<file path="config.mk">
export PLATFORM = sky130hd
export DESIGN_NAME = timer_table_with_groups
export DESIGN_NICKNAME = d
export VERILOG_FILES = /design/src/design/ttg_pkg.sv /design/src/design/ttg_ram.sv /design/src/design/timer_table_with_groups.sv
export VERILOG_INCLUDE_DIRS = /design/src /design/src/design
export SDC_FILE = /design/constraint.sdc
export NUM_CORES = 2
export LEC_CHECK = 0
export ABC_AREA = 1
export BUFFER_PORTS_ARGS = -buffer_cell sky130_fd_sc_hd__buf_2
export CAP_MARGIN = 5
export CORE_AREA = 4 4 377 268
export DETAILED_ROUTE_END_ITERATION = 12
export DIE_AREA = 0 0 381 272
export PLACE_DENSITY_LB_ADDON = 0.15
export SLEW_MARGIN = 20
export SYNTH_ARGS = -nofsm -noshare
export SYNTH_HDL_FRONTEND = slang
export SYNTH_SLANG_ARGS = --single-unit
</file>
<file path="constraint.sdc">
create_clock -name clk -period 11.95 [get_ports clk]
set_input_delay 2.39 -clock clk [delete_from_list [all_inputs] [get_ports clk]]
set_output_delay 2.39 -clock clk [all_outputs]
set_load 0.02 [all_outputs]
</file>
<file path="src/design/timer_table_with_groups_assert.svh">
// Assertion macros for the timer table block.
`ifndef TIMER_TABLE_WITH_GROUPS_ASSERT_SVH
`define TIMER_TABLE_WITH_GROUPS_ASSERT_SVH

// Condition that holds at every clock edge out of reset.
`define TTG_CHECK(lbl, cond, msg) \
  lbl: assert property (@(posedge clk) disable iff (rst) (cond)) else $error(msg);

// Consequence that must hold in the cycle after the antecedent.
`define TTG_NEXT(lbl, ante, cons, msg) \
  lbl: assert property (@(posedge clk) disable iff (rst) (ante) |=> (cons)) else $error(msg);

`endif

</file>
<file path="src/design/ttg_pkg.sv">
// Shared constants and codes for the timer table block.
package ttg_pkg;

  localparam int FUNC_W = 4;
  localparam int TID_W  = 5;
  localparam int GID_W  = 4;
  localparam int TIME_W = 32;
  localparam int KIND_W = 2;
  localparam int STAT_W = 2;
  localparam int CNT_W  = 5;
  localparam int MASK_W = 16;
  localparam int MAX_RES = 16;

  localparam logic [FUNC_W-1:0] FN_TICK      = 4'd0;
  localparam logic [FUNC_W-1:0] FN_CREATE    = 4'd1;
  localparam logic [FUNC_W-1:0] FN_CANCEL    = 4'd2;
  localparam logic [FUNC_W-1:0] FN_MODIFY    = 4'd3;
  localparam logic [FUNC_W-1:0] FN_EXISTS    = 4'd4;
  localparam logic [FUNC_W-1:0] FN_COUNT     = 4'd5;
  localparam logic [FUNC_W-1:0] FN_CLEAR     = 4'd6;
  localparam logic [FUNC_W-1:0] FN_NEWGROUP  = 4'd7;
  localparam logic [FUNC_W-1:0] FN_ADDGRP    = 4'd8;
  localparam logic [FUNC_W-1:0] FN_RMGRP     = 4'd9;
  localparam logic [FUNC_W-1:0] FN_CANCELGRP = 4'd10;
  localparam logic [FUNC_W-1:0] FN_LISTGRP   = 4'd11;

  localparam logic [KIND_W-1:0] K_REPLY     = 2'd0;
  localparam logic [KIND_W-1:0] K_EXPIRY    = 2'd1;
  localparam logic [KIND_W-1:0] K_IDLE_TICK = 2'd2;

  localparam logic [STAT_W-1:0] ST_OK   = 2'd0;
  localparam logic [STAT_W-1:0] ST_FAIL = 2'd1;
  localparam logic [STAT_W-1:0] ST_FULL = 2'd2;

endpackage

</file>
<file path="src/design/ttg_ram.sv">
// Generic single-write, single-read RAM with registered read data.
module ttg_ram #(
  parameter int WIDTH = 8,
  parameter int DEPTH = 16
) (
  input  logic                     clk,
  input  logic                     we,
  input  logic [$clog2(DEPTH)-1:0] waddr,
  input  logic [WIDTH-1:0]         wdata,
  input  logic                     re,
  input  logic [$clog2(DEPTH)-1:0] raddr,
  output logic [WIDTH-1:0]         rdata
);

  logic [WIDTH-1:0] mem [DEPTH];

  always_ff @(posedge clk) begin
    if (we) begin
      mem[waddr] <= wdata;
    end
    if (re) begin
      rdata <= mem[raddr];
    end
  end

endmodule

</file>
<file path="src/design/timer_table_with_groups.sv">
// Timer table with groups: request decoder, flag tables and tick scan sequencer.
//
//   channel  signals                                              dir
//   input    in_valid in_stall func timer_num group_num delay      in
//            period repeat_mode
//   output   out_valid out_stall kind status result_timer          out
//            result_group live_count member_mask last
//
// A request other than tick is decoded in the cycle it transfers; its reply is
// registered and valid the next cycle, and a new request is taken whenever
// out_stall does not hold the previous reply. A tick scans the timer RAM slot by
// slot, each in S_RD (read) and then S_CHK (check and write back), then flushes
// the final result in S_FLUSH; a result held by out_stall holds S_CHK or S_FLUSH.
// Reset clears time, live flags, group membership and group flags; the timer
// RAM is not cleared, since an entry's data is only used once its slot is live.
`include "timer_table_with_groups_assert.svh"

module timer_table_with_groups import ttg_pkg::*; #(
  parameter int NUM_TIMERS = 16,
  parameter int NUM_GROUPS = 8
) (
  input  logic              clk,
  input  logic              rst,
  input  logic              in_valid,
  output logic              in_stall,
  input  logic [FUNC_W-1:0] func,
  input  logic [TID_W-1:0]  timer_num,
  input  logic [GID_W-1:0]  group_num,
  input  logic [TIME_W-1:0] delay,
  input  logic [TIME_W-1:0] period,
  input  logic              repeat_mode,
  output logic              out_valid,
  input  logic              out_stall,
  output logic [KIND_W-1:0] kind,
  output logic [STAT_W-1:0] status,
  output logic [TID_W-1:0]  result_timer,
  output logic [GID_W-1:0]  result_group,
  output logic [CNT_W-1:0]  live_count,
  output logic [MASK_W-1:0] member_mask,
  output logic              last
);

  localparam int TW = $clog2(NUM_TIMERS);
  localparam int GW = (NUM_GROUPS > 1) ? $clog2(NUM_GROUPS) : 1;
  localparam int EW = 1 + 2 * TIME_W;
  localparam int MASK_N = (NUM_TIMERS < MASK_W) ? NUM_TIMERS : MASK_W;

  typedef enum logic [1:0] {S_IDLE, S_RD, S_CHK, S_FLUSH} state_t;

  state_t             state;
  logic [TIME_W-1:0]  now_ms;
  logic [NUM_TIMERS-1:0] slot_live;
  logic [GID_W-1:0]   member_of [NUM_TIMERS];
  logic [NUM_GROUPS-1:0] group_live;
  logic [TW-1:0]      scan_idx;
  logic [CNT_W-1:0]   nfound;
  logic               pend;
  logic [TW-1:0]      pend_slot;

  // RAM entry: {periodic, period, due}
  logic               ram_we;
  logic [TW-1:0]      ram_waddr;
  logic [EW-1:0]      ram_wdata;
  logic [EW-1:0]      ram_rdata;
  logic               rd_periodic;
  logic [TIME_W-1:0]  rd_period;
  logic [TIME_W-1:0]  rd_due;
  logic [TIME_W-1:0]  due_diff;

  logic               accept;
  logic               o_free;
  logic [TW-1:0]      tid_idx;
  logic               timer_ok;
  logic [GW-1:0]      gid_idx;
  logic               group_ok;
  logic               free_found;
  logic [TW-1:0]      free_idx;
  logic               gfree_found;
  logic [GW-1:0]      gfree_idx;
  logic [MASK_W-1:0]  list_mask;
  logic [TW-1:0]      leave_slot;
  logic [GID_W-1:0]   leave_grp;
  logic               leave_others;
  logic               leave_erase;
  logic [GW-1:0]      leave_gidx;
  logic               due_hit;
  logic               chk_go;
  logic               scan_done;
  logic [STAT_W-1:0]  rep_status;
  logic [TID_W-1:0]   rep_timer;
  logic [GID_W-1:0]   rep_group;
  logic [CNT_W-1:0]   rep_count;
  logic [MASK_W-1:0]  rep_mask;
  logic [NUM_TIMERS-1:0] orphan;

  assign o_free   = !out_valid || !out_stall;
  assign in_stall = (state != S_IDLE) || !o_free;
  assign accept   = in_valid && !in_stall;

  assign tid_idx  = TW'(timer_num - TID_W'(1));
  assign timer_ok = (timer_num != '0) && (int'(timer_num) <= NUM_TIMERS) && slot_live[tid_idx];
  assign gid_idx  = GW'(group_num - GID_W'(1));
  assign group_ok = (group_num != '0) && (int'(group_num) <= NUM_GROUPS) && group_live[gid_idx];

  assign {rd_periodic, rd_period, rd_due} = ram_rdata;
  assign due_diff  = now_ms - rd_due;
  assign due_hit   = slot_live[scan_idx] && !due_diff[TIME_W-1];
  assign chk_go    = !(due_hit && pend && !o_free);
  assign scan_done = (scan_idx == TW'(NUM_TIMERS - 1)) ||
                     (due_hit && nfound == CNT_W'(MAX_RES - 1));

  // lowest free timer slot and group slot
  always_comb begin
    free_found  = 1'b0;
    free_idx    = '0;
    for (int s = NUM_TIMERS - 1; s >= 0; s--) begin
      if (!slot_live[s]) begin
        free_found = 1'b1;
        free_idx   = TW'(s);
      end
    end
    gfree_found = 1'b0;
    gfree_idx   = '0;
    for (int g = NUM_GROUPS - 1; g >= 0; g--) begin
      if (!group_live[g]) begin
        gfree_found = 1'b1;
        gfree_idx   = GW'(g);
      end
    end
  end

  always_comb begin
    list_mask = '0;
    for (int s = 0; s < MASK_N; s++) begin
      list_mask[s] = slot_live[s] && (member_of[s] == group_num);
    end
  end

  always_comb begin
    for (int s = 0; s < NUM_TIMERS; s++) begin
      orphan[s] = (member_of[s] != '0) && !slot_live[s];
    end
  end

  // a slot leaving its group: erase the group when no other live member is left
  assign leave_slot = (state == S_CHK) ? scan_idx : tid_idx;
  assign leave_grp  = member_of[leave_slot];
  assign leave_gidx = GW'(leave_grp - GID_W'(1));
  always_comb begin
    leave_others = 1'b0;
    for (int s = 0; s < NUM_TIMERS; s++) begin
      if (TW'(s) != leave_slot && slot_live[s] && member_of[s] == leave_grp) begin
        leave_others = 1'b1;
      end
    end
  end
  assign leave_erase = (leave_grp != '0) && (int'(leave_grp) <= NUM_GROUPS) && !leave_others;

  always_comb begin
    rep_status = ST_OK;
    rep_timer  = '0;
    rep_group  = '0;
    rep_count  = '0;
    rep_mask   = '0;
    case (func)
      FN_CREATE: begin
        if (free_found) begin
          rep_timer = TID_W'(int'(free_idx) + 1);
        end else begin
          rep_status = ST_FULL;
        end
      end
      FN_CANCEL, FN_MODIFY, FN_EXISTS: begin
        rep_status = timer_ok ? ST_OK : ST_FAIL;
      end
      FN_COUNT: begin
        rep_count = CNT_W'($countones(slot_live));
      end
      FN_CLEAR: begin
        rep_status = ST_OK;
      end
      FN_NEWGROUP: begin
        if (gfree_found) begin
          rep_group = GID_W'(int'(gfree_idx) + 1);
        end else begin
          rep_status = ST_FULL;
        end
      end
      FN_ADDGRP: begin
        rep_status = (timer_ok && group_ok) ? ST_OK : ST_FAIL;
      end
      FN_RMGRP: begin
        rep_status = (group_num != '0 && timer_ok && member_of[tid_idx] == group_num) ?
                     ST_OK : ST_FAIL;
      end
      FN_CANCELGRP: begin
        rep_status = group_ok ? ST_OK : ST_FAIL;
      end
      FN_LISTGRP: begin
        rep_status = group_ok ? ST_OK : ST_FAIL;
        rep_mask   = group_ok ? list_mask : '0;
      end
      default: begin
        rep_status = ST_FAIL;
      end
    endcase
  end

  always_comb begin
    ram_we    = 1'b0;
    ram_waddr = tid_idx;
    ram_wdata = {repeat_mode, period, now_ms + delay};
    if (state == S_CHK) begin
      ram_we    = chk_go && due_hit && rd_periodic;
      ram_waddr = scan_idx;
      ram_wdata = {1'b1, rd_period, now_ms + rd_period};
    end else if (accept) begin
      if (func == FN_CREATE) begin
        ram_we    = free_found;
        ram_waddr = free_idx;
      end else if (func == FN_MODIFY) begin
        ram_we    = timer_ok;
      end
    end
  end

  ttg_ram #(
    .WIDTH (EW),
    .DEPTH (NUM_TIMERS)
  ) u_ram (
    .clk   (clk),
    .we    (ram_we),
    .waddr (ram_waddr),
    .wdata (ram_wdata),
    .re    (state == S_RD),
    .raddr (scan_idx),
    .rdata (ram_rdata)
  );

  always_ff @(posedge clk) begin
    if (rst) begin
      state      <= S_IDLE;
      out_valid  <= 1'b0;
      now_ms     <= '0;
      slot_live  <= '0;
      group_live <= '0;
      pend       <= 1'b0;
      nfound     <= '0;
      scan_idx   <= '0;
      for (int s = 0; s < NUM_TIMERS; s++) begin
        member_of[s] <= '0;
      end
    end else begin
      if (out_valid && !out_stall) begin
        out_valid <= 1'b0;
      end
      case (state)
        S_IDLE: begin
          if (accept) begin
            if (func == FN_TICK) begin
              now_ms   <= now_ms + TIME_W'(1);
              scan_idx <= '0;
              nfound   <= '0;
              pend     <= 1'b0;
              state    <= S_RD;
            end else begin
              out_valid    <= 1'b1;
              kind         <= K_REPLY;
              status       <= rep_status;
              result_timer <= rep_timer;
              result_group <= rep_group;
              live_count   <= rep_count;
              member_mask  <= rep_mask;
              last         <= 1'b1;
              case (func)
                FN_CREATE: begin
                  if (free_found) begin
                    slot_live[free_idx] <= 1'b1;
                    member_of[free_idx] <= '0;
                  end
                end
                FN_CANCEL: begin
                  if (timer_ok) begin
                    slot_live[tid_idx] <= 1'b0;
                    member_of[tid_idx] <= '0;
                    if (leave_erase) begin
                      group_live[leave_gidx] <= 1'b0;
                    end
                  end
                end
                FN_CLEAR: begin
                  slot_live  <= '0;
                  group_live <= '0;
                  for (int s = 0; s < NUM_TIMERS; s++) begin
                    member_of[s] <= '0;
                  end
                end
                FN_NEWGROUP: begin
                  if (gfree_found) begin
                    group_live[gfree_idx] <= 1'b1;
                  end
                end
                FN_ADDGRP: begin
                  if (timer_ok && group_ok && member_of[tid_idx] != group_num) begin
                    member_of[tid_idx] <= group_num;
                    if (leave_erase) begin
                      group_live[leave_gidx] <= 1'b0;
                    end
                  end
                end
                FN_RMGRP: begin
                  if (rep_status == ST_OK) begin
                    member_of[tid_idx] <= '0;
                    if (leave_erase) begin
                      group_live[leave_gidx] <= 1'b0;
                    end
                  end
                end
                FN_CANCELGRP: begin
                  if (group_ok) begin
                    for (int s = 0; s < NUM_TIMERS; s++) begin
                      if (slot_live[s] && member_of[s] == group_num) begin
                        slot_live[s] <= 1'b0;
                        member_of[s] <= '0;
                      end
                    end
                    group_live[gid_idx] <= 1'b0;
                  end
                end
                default: begin
                end
              endcase
            end
          end
        end
        S_RD: begin
          state <= S_CHK;
        end
        S_CHK: begin
          if (chk_go) begin
            if (due_hit) begin
              // previous expiry is known not to be the last one
              if (pend) begin
                out_valid    <= 1'b1;
                kind         <= K_EXPIRY;
                status       <= ST_OK;
                result_timer <= TID_W'(int'(pend_slot) + 1);
                result_group <= '0;
                live_count   <= '0;
                member_mask  <= '0;
                last         <= 1'b0;
              end
              pend      <= 1'b1;
              pend_slot <= scan_idx;
              nfound    <= nfound + CNT_W'(1);
              if (!rd_periodic) begin
                slot_live[scan_idx] <= 1'b0;
                member_of[scan_idx] <= '0;
                if (leave_erase) begin
                  group_live[leave_gidx] <= 1'b0;
                end
              end
            end
            if (scan_done) begin
              state <= S_FLUSH;
            end else begin
              scan_idx <= scan_idx + TW'(1);
              state    <= S_RD;
            end
          end
        end
        S_FLUSH: begin
          if (o_free) begin
            out_valid    <= 1'b1;
            kind         <= pend ? K_EXPIRY : K_IDLE_TICK;
            status       <= ST_OK;
            result_timer <= pend ? TID_W'(int'(pend_slot) + 1) : '0;
            result_group <= '0;
            live_count   <= '0;
            member_mask  <= '0;
            last         <= 1'b1;
            pend         <= 1'b0;
            state        <= S_IDLE;
          end
        end
        default: begin
          state <= S_IDLE;
        end
      endcase
    end
  end

  `TTG_CHECK(a_no_orphan_member, orphan == '0, "group member on a free slot")
  `TTG_CHECK(a_result_cap, nfound <= CNT_W'(MAX_RES), "too many expiries in one tick")
  `TTG_NEXT(a_tick_starts_scan, accept && func == FN_TICK, state == S_RD && scan_idx == '0,
            "tick did not start the scan")
  `TTG_NEXT(a_reply_loaded, accept && func != FN_TICK, out_valid && last && kind == K_REPLY,
            "request reply not loaded")

endmodule

</file>
### Word-level counts from Yosys, hierarchy flattened

Memories as Yosys holds them, arrays and structs flattened. A register that Yosys moved wholly into a read port is not among the register bits.
Cells that the tools add are included.

| storage, ports and cells | value |
|---|---|
| memories kept | 2 |
| memory bits (writable) | 1,104 |
| output and inout bits | 37 |
| input port bits | 82 |
| flip-flop bits (word level) | 108 |
| word-level logic and storage cells | 780 |

| operators by class | value |
|---|---|
| mux-type cells | 439 |
| equal/unequal tests | 98 |
| add/subtract/negate cells | 27 |
| reductions and logical operators | 122 |
| $lt $le $gt $ge | 15 |
| bitwise logic cells | 46 |

Memories:

| name | words | width | read ports | clocked after memory_dff | wr ports | RTL line | text |
|---|---|---|---|---|---|---|---|
| u_ram.mem | 16 | 65 | 1 | 1 | 1 | ttg_ram.sv:15 | `logic [WIDTH-1:0] mem [DEPTH];` |
| member_of | 16 | 4 | 18 | 0 | 16 | timer_table_with_groups.sv:53 | `logic [GID_W-1:0] member_of [NUM_TIMERS];` |

Operators by type and width:

| operator | count |
|---|---|
| 4-bit 2-to-1 mux | 72 |
| 1-bit 2-to-1 mux | 266 |
| 16-bit 2-to-1 mux | 16 |
| 11-bit AND reduction | 16 |
| 4-bit == test | 33 |
| 5-bit 2-to-1 mux | 20 |
| 8-bit 2-to-1 mux | 11 |
| 1-bit logical AND | 72 |
| 3-bit != test, second input constant | 22 |
| 65-bit 2-to-1 mux | 1 |
| 32-bit adder | 2 |
| 16-bit case mux with 4 select lines | 1 |
| 16-bit case mux with 3 select lines | 1 |
| 8-bit case mux with 6 select lines | 1 |
| 2-bit 2-to-1 mux | 19 |
| 1-bit bitwise OR | 34 |
| 32-bit by 1-bit adder with 32-bit output, second input constant | 1 |
| 16-bit bitwise AND | 2 |
| 4-bit != test, first input constant | 8 |
| 16-bit inverter | 2 |
| 16-bit case mux with 2 select lines | 1 |
| 32-bit subtractor | 1 |
| 5-bit case mux with 3 select lines | 2 |
| 3-bit 2-to-1 mux | 8 |
| 64 further kinds | 135 |

### Depth between registers and ports, before layout

| depth | value |
|---|---|
| depth after elaboration | 30 |
| depth in mapped cells | 28 |

### By module

Synthesis repeated with hierarchy kept, for this count alone.

| unflattened totals | value |
|---|---|
| cells, all modules | 6,854 |
| area, all modules | 63,174.3 sq um |

By module, submodules not included:

| module | instances | seq. area each (sq um) | area each (sq um) | cells each |
|---|---|---|---|---|
| ttg_ram | 1 | 33,181.8 | 46,708.5 | 4,278 |
| timer_table_with_groups | 1 | 4,474.3 | 16,465.8 | 2,576 |

### Worst setup path after synthesis

OpenSTA, ideal clock, no wires.

| timing | value |
|---|---|
| path type | input -> register |
| start | input timer_num[0] |
| end | memory u_ram.mem[10][0] (netlist bit), enable pin |
| arrival time | 7,027 ps |
| cell stages on the path | 16 |
| path buffers | 3 |
| setup time | 489 ps |
| setup slack | 4,434 ps |
| cell sequence | inv_1 buf_2 ha_1 buf_4 inv_2 buf_4 a21oi_1 a22oi_1 nor2_1 nor2_1 nand2_1 inv_1 o21ai_0 o31ai_1 nand3_1 nor2_1 |

| on the way | value |
|---|---|
| cells in the longest elaborated chain, start to end | 10 |
| elaborated cells on any way between the ends | 16 |

RTL lines:

| what | RTL line | text |
|---|---|---|
| start: declaration | timer_table_with_groups.sv:27 | `input logic [TID_W-1:0] timer_num,` |
| 4-bit by 1-bit subtractor with 4-bit output | timer_table_with_groups.sv:100 | `assign tid_idx = TW'(timer_num - TID_W'(1));` |
| 1-bit binary-select mux with 4-bit select | timer_table_with_groups.sv:101 | `assign timer_ok = (timer_num != '0) && (int'(timer_num) <= NUM_TIMERS) && slot_live[tid_idx];` |
| 1-bit 2-to-1 mux (implied by the code) | timer_table_with_groups.sv:101 |  |
| 1-bit logical AND | timer_table_with_groups.sv:101 |  |
| 1-bit 2-to-1 mux | timer_table_with_groups.sv:221 | `end else if (func == FN_MODIFY) begin` |
| 1-bit 2-to-1 mux | timer_table_with_groups.sv:218 | `if (func == FN_CREATE) begin` |
| 1-bit 2-to-1 mux | timer_table_with_groups.sv:217 | `end else if (accept) begin` |
| 1-bit 2-to-1 mux | timer_table_with_groups.sv:213 | `if (state == S_CHK) begin` |
| 1-bit 2-to-1 mux | ttg_ram.sv:18 | `if (we) begin` |
| 1-bit 2-to-1 mux (implied by the code) | ttg_ram.sv:19 | `mem[waddr] <= wdata;` |
| end: declaration | ttg_ram.sv:15 |  |

Parallel ways exist; a longest one is shown, timed or not. The select of a mux whose other input is x is not followed.

### Final worst setup path

| timing | value |
|---|---|
| start | input timer_num[0] |
| end | memory u_ram.mem[10][7] (netlist bit), enable pin |

Same word-level chain as after synthesis.

==> impl_metrics.toml <==
[outcome]
outcome = "completed"

[power_and_ir_drop]
power_frac_comb = 0.075
seq_power_share = 0.536
cellPowerDensity_nw_per_um2 = 146
ir_drop_uv = 148
p_int_mw = 7.04
leakage_nw = 22.6
power.switching_mw = 2.20
power_switching_share = 0.238
clockPowerShare = 0.389

[cts]
clock_sinks = 1277
post-cts-setup-buffer-count = 0
cts_buffers = 114
cts_max_level = 3
clk_pin_slew_ns = 0.06
tritoncts = "yes"
ctsLongestPathBuffers = 3
hold_buffers = 0
cts.root.buffer_cell = "clkbuf_16"
clock_latency_ns = 0.74
post_cts.resized_instances = 0

[sta]
worst_slew_pin_slew_ns = 1.19
hold_violations = 0
finalCriticalPeriod_ns = 8.12
layout_worst_path_cycle_share = 0.680
finalClockSkew_ns = 0.0418
setup-tns-final_ns = 0
final_critical_path_setup_slack_ns = 3.83
timing.slew.headroom = 0.210
timing.final.setup_violations = 0
maxClockFrequency_ghz = 0.123
finalMaxSlewViolations = 0
rsz0062_at_grt = "no"

[synthesis]
synth.yosys.warnings = 0
leading_area_contributor_after_synthesis = "edfxtp_1"
edff_count_synth = 1208
ys_top_cells_by_area = "edfxtp_1 (63%), nand2_1 (6.5%), o21ai_0 (6.0%), nor2_1 (5.1%), o22ai_1 (3.0%)"
syn-num-nets = 5702
synthFlopType = "edfxtp_1"
netlist_instances = 5524
synth_top_cells_by_count = "edfxtp_1 (1208), nand2_1 (997), nor2_1 (796)"
ys_async_rst_share = 0
synth-seq-cells = 1277
netlist_area_sq_um = 58000
yosysTopAreaCellShare = 0.625
seq_area_frac_synth = 0.649
synthDistinctLibCells = 59
syn_avg_cell_area_sq_um = 10.5
post-synth-top-count-cell = "edfxtp_1"

[grt]
global_route.overflow_total = 0
wire_length_of_the_first_global_routing_pass_um = 258000
grt_util_all_layers = 0.332
grt_max_degree = 237
grt_pass1_vias = 39600
antenna_found_initial = 4

[placed_design]
place_ws_ns = 3.19
finalWeightedCongestion = 1.04
placement.cell_area_sq_um = 59700
place.port_buffers = 118
dp_hpwl_um = 109000

[finish]
final_util = 0.653
finish.net_count = 5699
num-fill-cells = 7555
sequential_cell_area_sq_um = 37700
drive_gt1_frac = 0.0791
multi_input_comb_area_sq_um = 18300
area.growth.synth_to_final_pct = 9.44
post-route-cell-area_sq_um = 63500

[floorplan]
initial_utilization = 0.596
chipHeight_um = 272
core_area_sq_um = 97300
num_rows = 96
boundaryPins = 119
die_area_sq_um = 104000
chipWidth_um = 381

[worst_setup_path]
worst_setup_path_start_kind = "primary input"
cpLargestDelayFamily = "buffers and inverters"
crit_path_cell_trace = "buf_2 > buf_4 > inv_1 > ha_1 > inv_2 > a21oi_1 > o21ai_0 > o21ai_0 > nand2_1 > nand2_1 > a21oi_1 > nand2_1 > inv_1 > o21ai_0 > o31ai_1 > nand3_1 > nor2_4 > buf_4"
cp.arrival_ns = 8.47
crit_path_max_incr_delay_ns = 0.84
cp_max_fo = 67
critical_path_class = "in2reg"
cp.buffers_inverters = 6
critical_path_required_ns = 12.30
worstSetupEndpointType = "register"
cpMaxStageDelayCell = "nor2_4"

[drt]
first_pass_iters = 6
vias = 43800
number_of_violations_reported_at_the_end_of_detailed_routing_iteration_0 = 7020
drc = 0
drt-vias-per-instance = 6.35
wl_per_cell_um = 25.6
drt-total-wl_um = 176000
drtAntennaViolNets = 0

[flow_run]
number_of_max_capacitance_violations_reported = 0

[worst_hold_path]
hold_path_class = "reg2reg"
## placed cells by master, fill, tap and decap left out, types with 5 or more instances in the layout
| cell | instances |
|---|---|
| xor2_2 | 14 |
| xor2_1 | 49 |
| clkbuf_1 | 22 |
| nor3_2 | 7 |
| o21ai_1 | 18 |
| o21a_1 | 6 |
| edfxtp_1 | 1208 |
| nand3_1 | 154 |
| inv_1 | 299 |
| clkinv_1 | 26 |
| a22oi_1 | 9 |
| o31ai_1 | 10 |
| buf_2 | 118 |
| ha_1 | 85 |
| clkinvlp_4 | 8 |
| buf_4 | 56 |
| inv_2 | 12 |
| o22ai_1 | 278 |
| a31oi_1 | 15 |
| nor3_1 | 54 |
| a21oi_1 | 192 |
| nor2_2 | 8 |
| dfxtp_1 | 67 |
| clkinv_2 | 25 |
| bufinv_16 | 8 |
| o21bai_1 | 6 |
| fa_1 | 11 |
| xnor2_1 | 5 |
| xnor2_2 | 8 |
| nor2_1 | 774 |
| nand2_2 | 8 |
| nand4_1 | 93 |
| nand2_1 | 997 |
| nor2_4 | 24 |
| o21ai_0 | 701 |
| o211ai_1 | 29 |
| nor4_1 | 31 |
| clkbuf_16 | 114 |
## kinds of logic after synthesis
group,after synthesis,synth area share
AND/OR/NAND/NOR,2166,0.153
buffers and inverters,617,0.0421
XOR/XNOR,76,0.0115
adder cells (fa/ha/maj),96,0.0221
AO/OA/AOI/OAI,1292,0.122
flip-flops,1277,0.649
## final timing paths
| check | to | slack [ns] | cells past startpoint | start |
|---|---|---|---|---|
| setup / recovery | u_ram.mem[10][7] | 3.83 | 18 | timer_num[0] |
| hold / removal | nfound[4] | 0.47 | 2 | nfound[4] |
| setup reg to reg | u_ram.mem[15][0] | 5.49 | 17 | slot_live[14] |
| hold reg to reg | nfound[4] | 0.47 | 2 | nfound[4] |
## area by class of cell
class / count / area share
Antenna cell: 2 / 0.0000788
Sequential cell: 1277 / 0.593
Timing Repair Buffer: 180 / 0.0181
Tap cell: 1274 / 0.0251
Clock inverter: 72 / 0.0104
Clock buffer: 137 / 0.0464
Inverter: 318 / 0.0191
Multi-Input combinational cell: 3630 / 0.288
## sequential cells by signal, indices dropped and copies added (netlist names), 2 cells and up
| name | count |
|---|---|
| status | 2 |
| pend_slot | 4 |
| scan_idx | 4 |
| nfound | 5 |
| now_ms | 32 |
| slot_live | 16 |
| state | 2 |
| result_group | 4 |
| kind | 2 |
| member_of | 64 |
| u_ram.mem | 1040 |
| live_count | 5 |
| group_live | 8 |
| u_ram.rdata | 65 |
| member_mask | 16 |
| result_timer | 5 |
## worst reg2reg max path: stages, from the launching register on
cell	delay, ns
dfxtp_1	0.71
inv_1	0.18
o21ai_0	0.19
a21oi_1	0.09
o21ai_0	0.15
a21oi_1	0.08
o21ai_0	0.47
nand2_1	0.13
nand2_1	0.09
nand2_1	0.07
a21oi_1	0.72
inv_1	0.33
o21ai_0	0.48
nand2_1	0.27
inv_1	0.13
nand3_1	0.32
nor2_4	0.76
buf_4	0.85
## metal layers
| layer | up-vias | global-route usage | wire length, um |
|---|---|---|---|
| met5 | - | 0 | 0 |
| met1 | 21200 | 0.515 | 75000 |
| met3 | 300 | 0.0757 | 21700 |
| met4 | 0 | 0.0978 | 5380 |
| met2 | 2708 | 0.468 | 74300 |
| li1 | 19600 | - | - |
## power groups by stage
stage | Clock [mW] | Sequential, mW | Combinational [mW]
after floorplan | 0 | 5.04 | 0.446
after global placement | 0 | 5.05 | 0.657
after detailed placement | 0 | 5.05 | 0.664
after CTS | 3.62 | 4.95 | 0.667
after global routing | 3.82 | 4.95 | 0.751
final | 3.60 | 4.95 | 0.693
## metrics by stage
step	hold slack [ns]	power, mW	std cells
5_1_grt	0.501	9.52	6890
2_1_floorplan	0.435	5.48	5524
6_report	0.469	9.24	6890
3_5_place_dp	0.461	5.71	6676
3_3_place_gp	0.450	5.71	6676
4_1_cts	0.471	9.24	6885
Power figures use the tool's default switching activity.
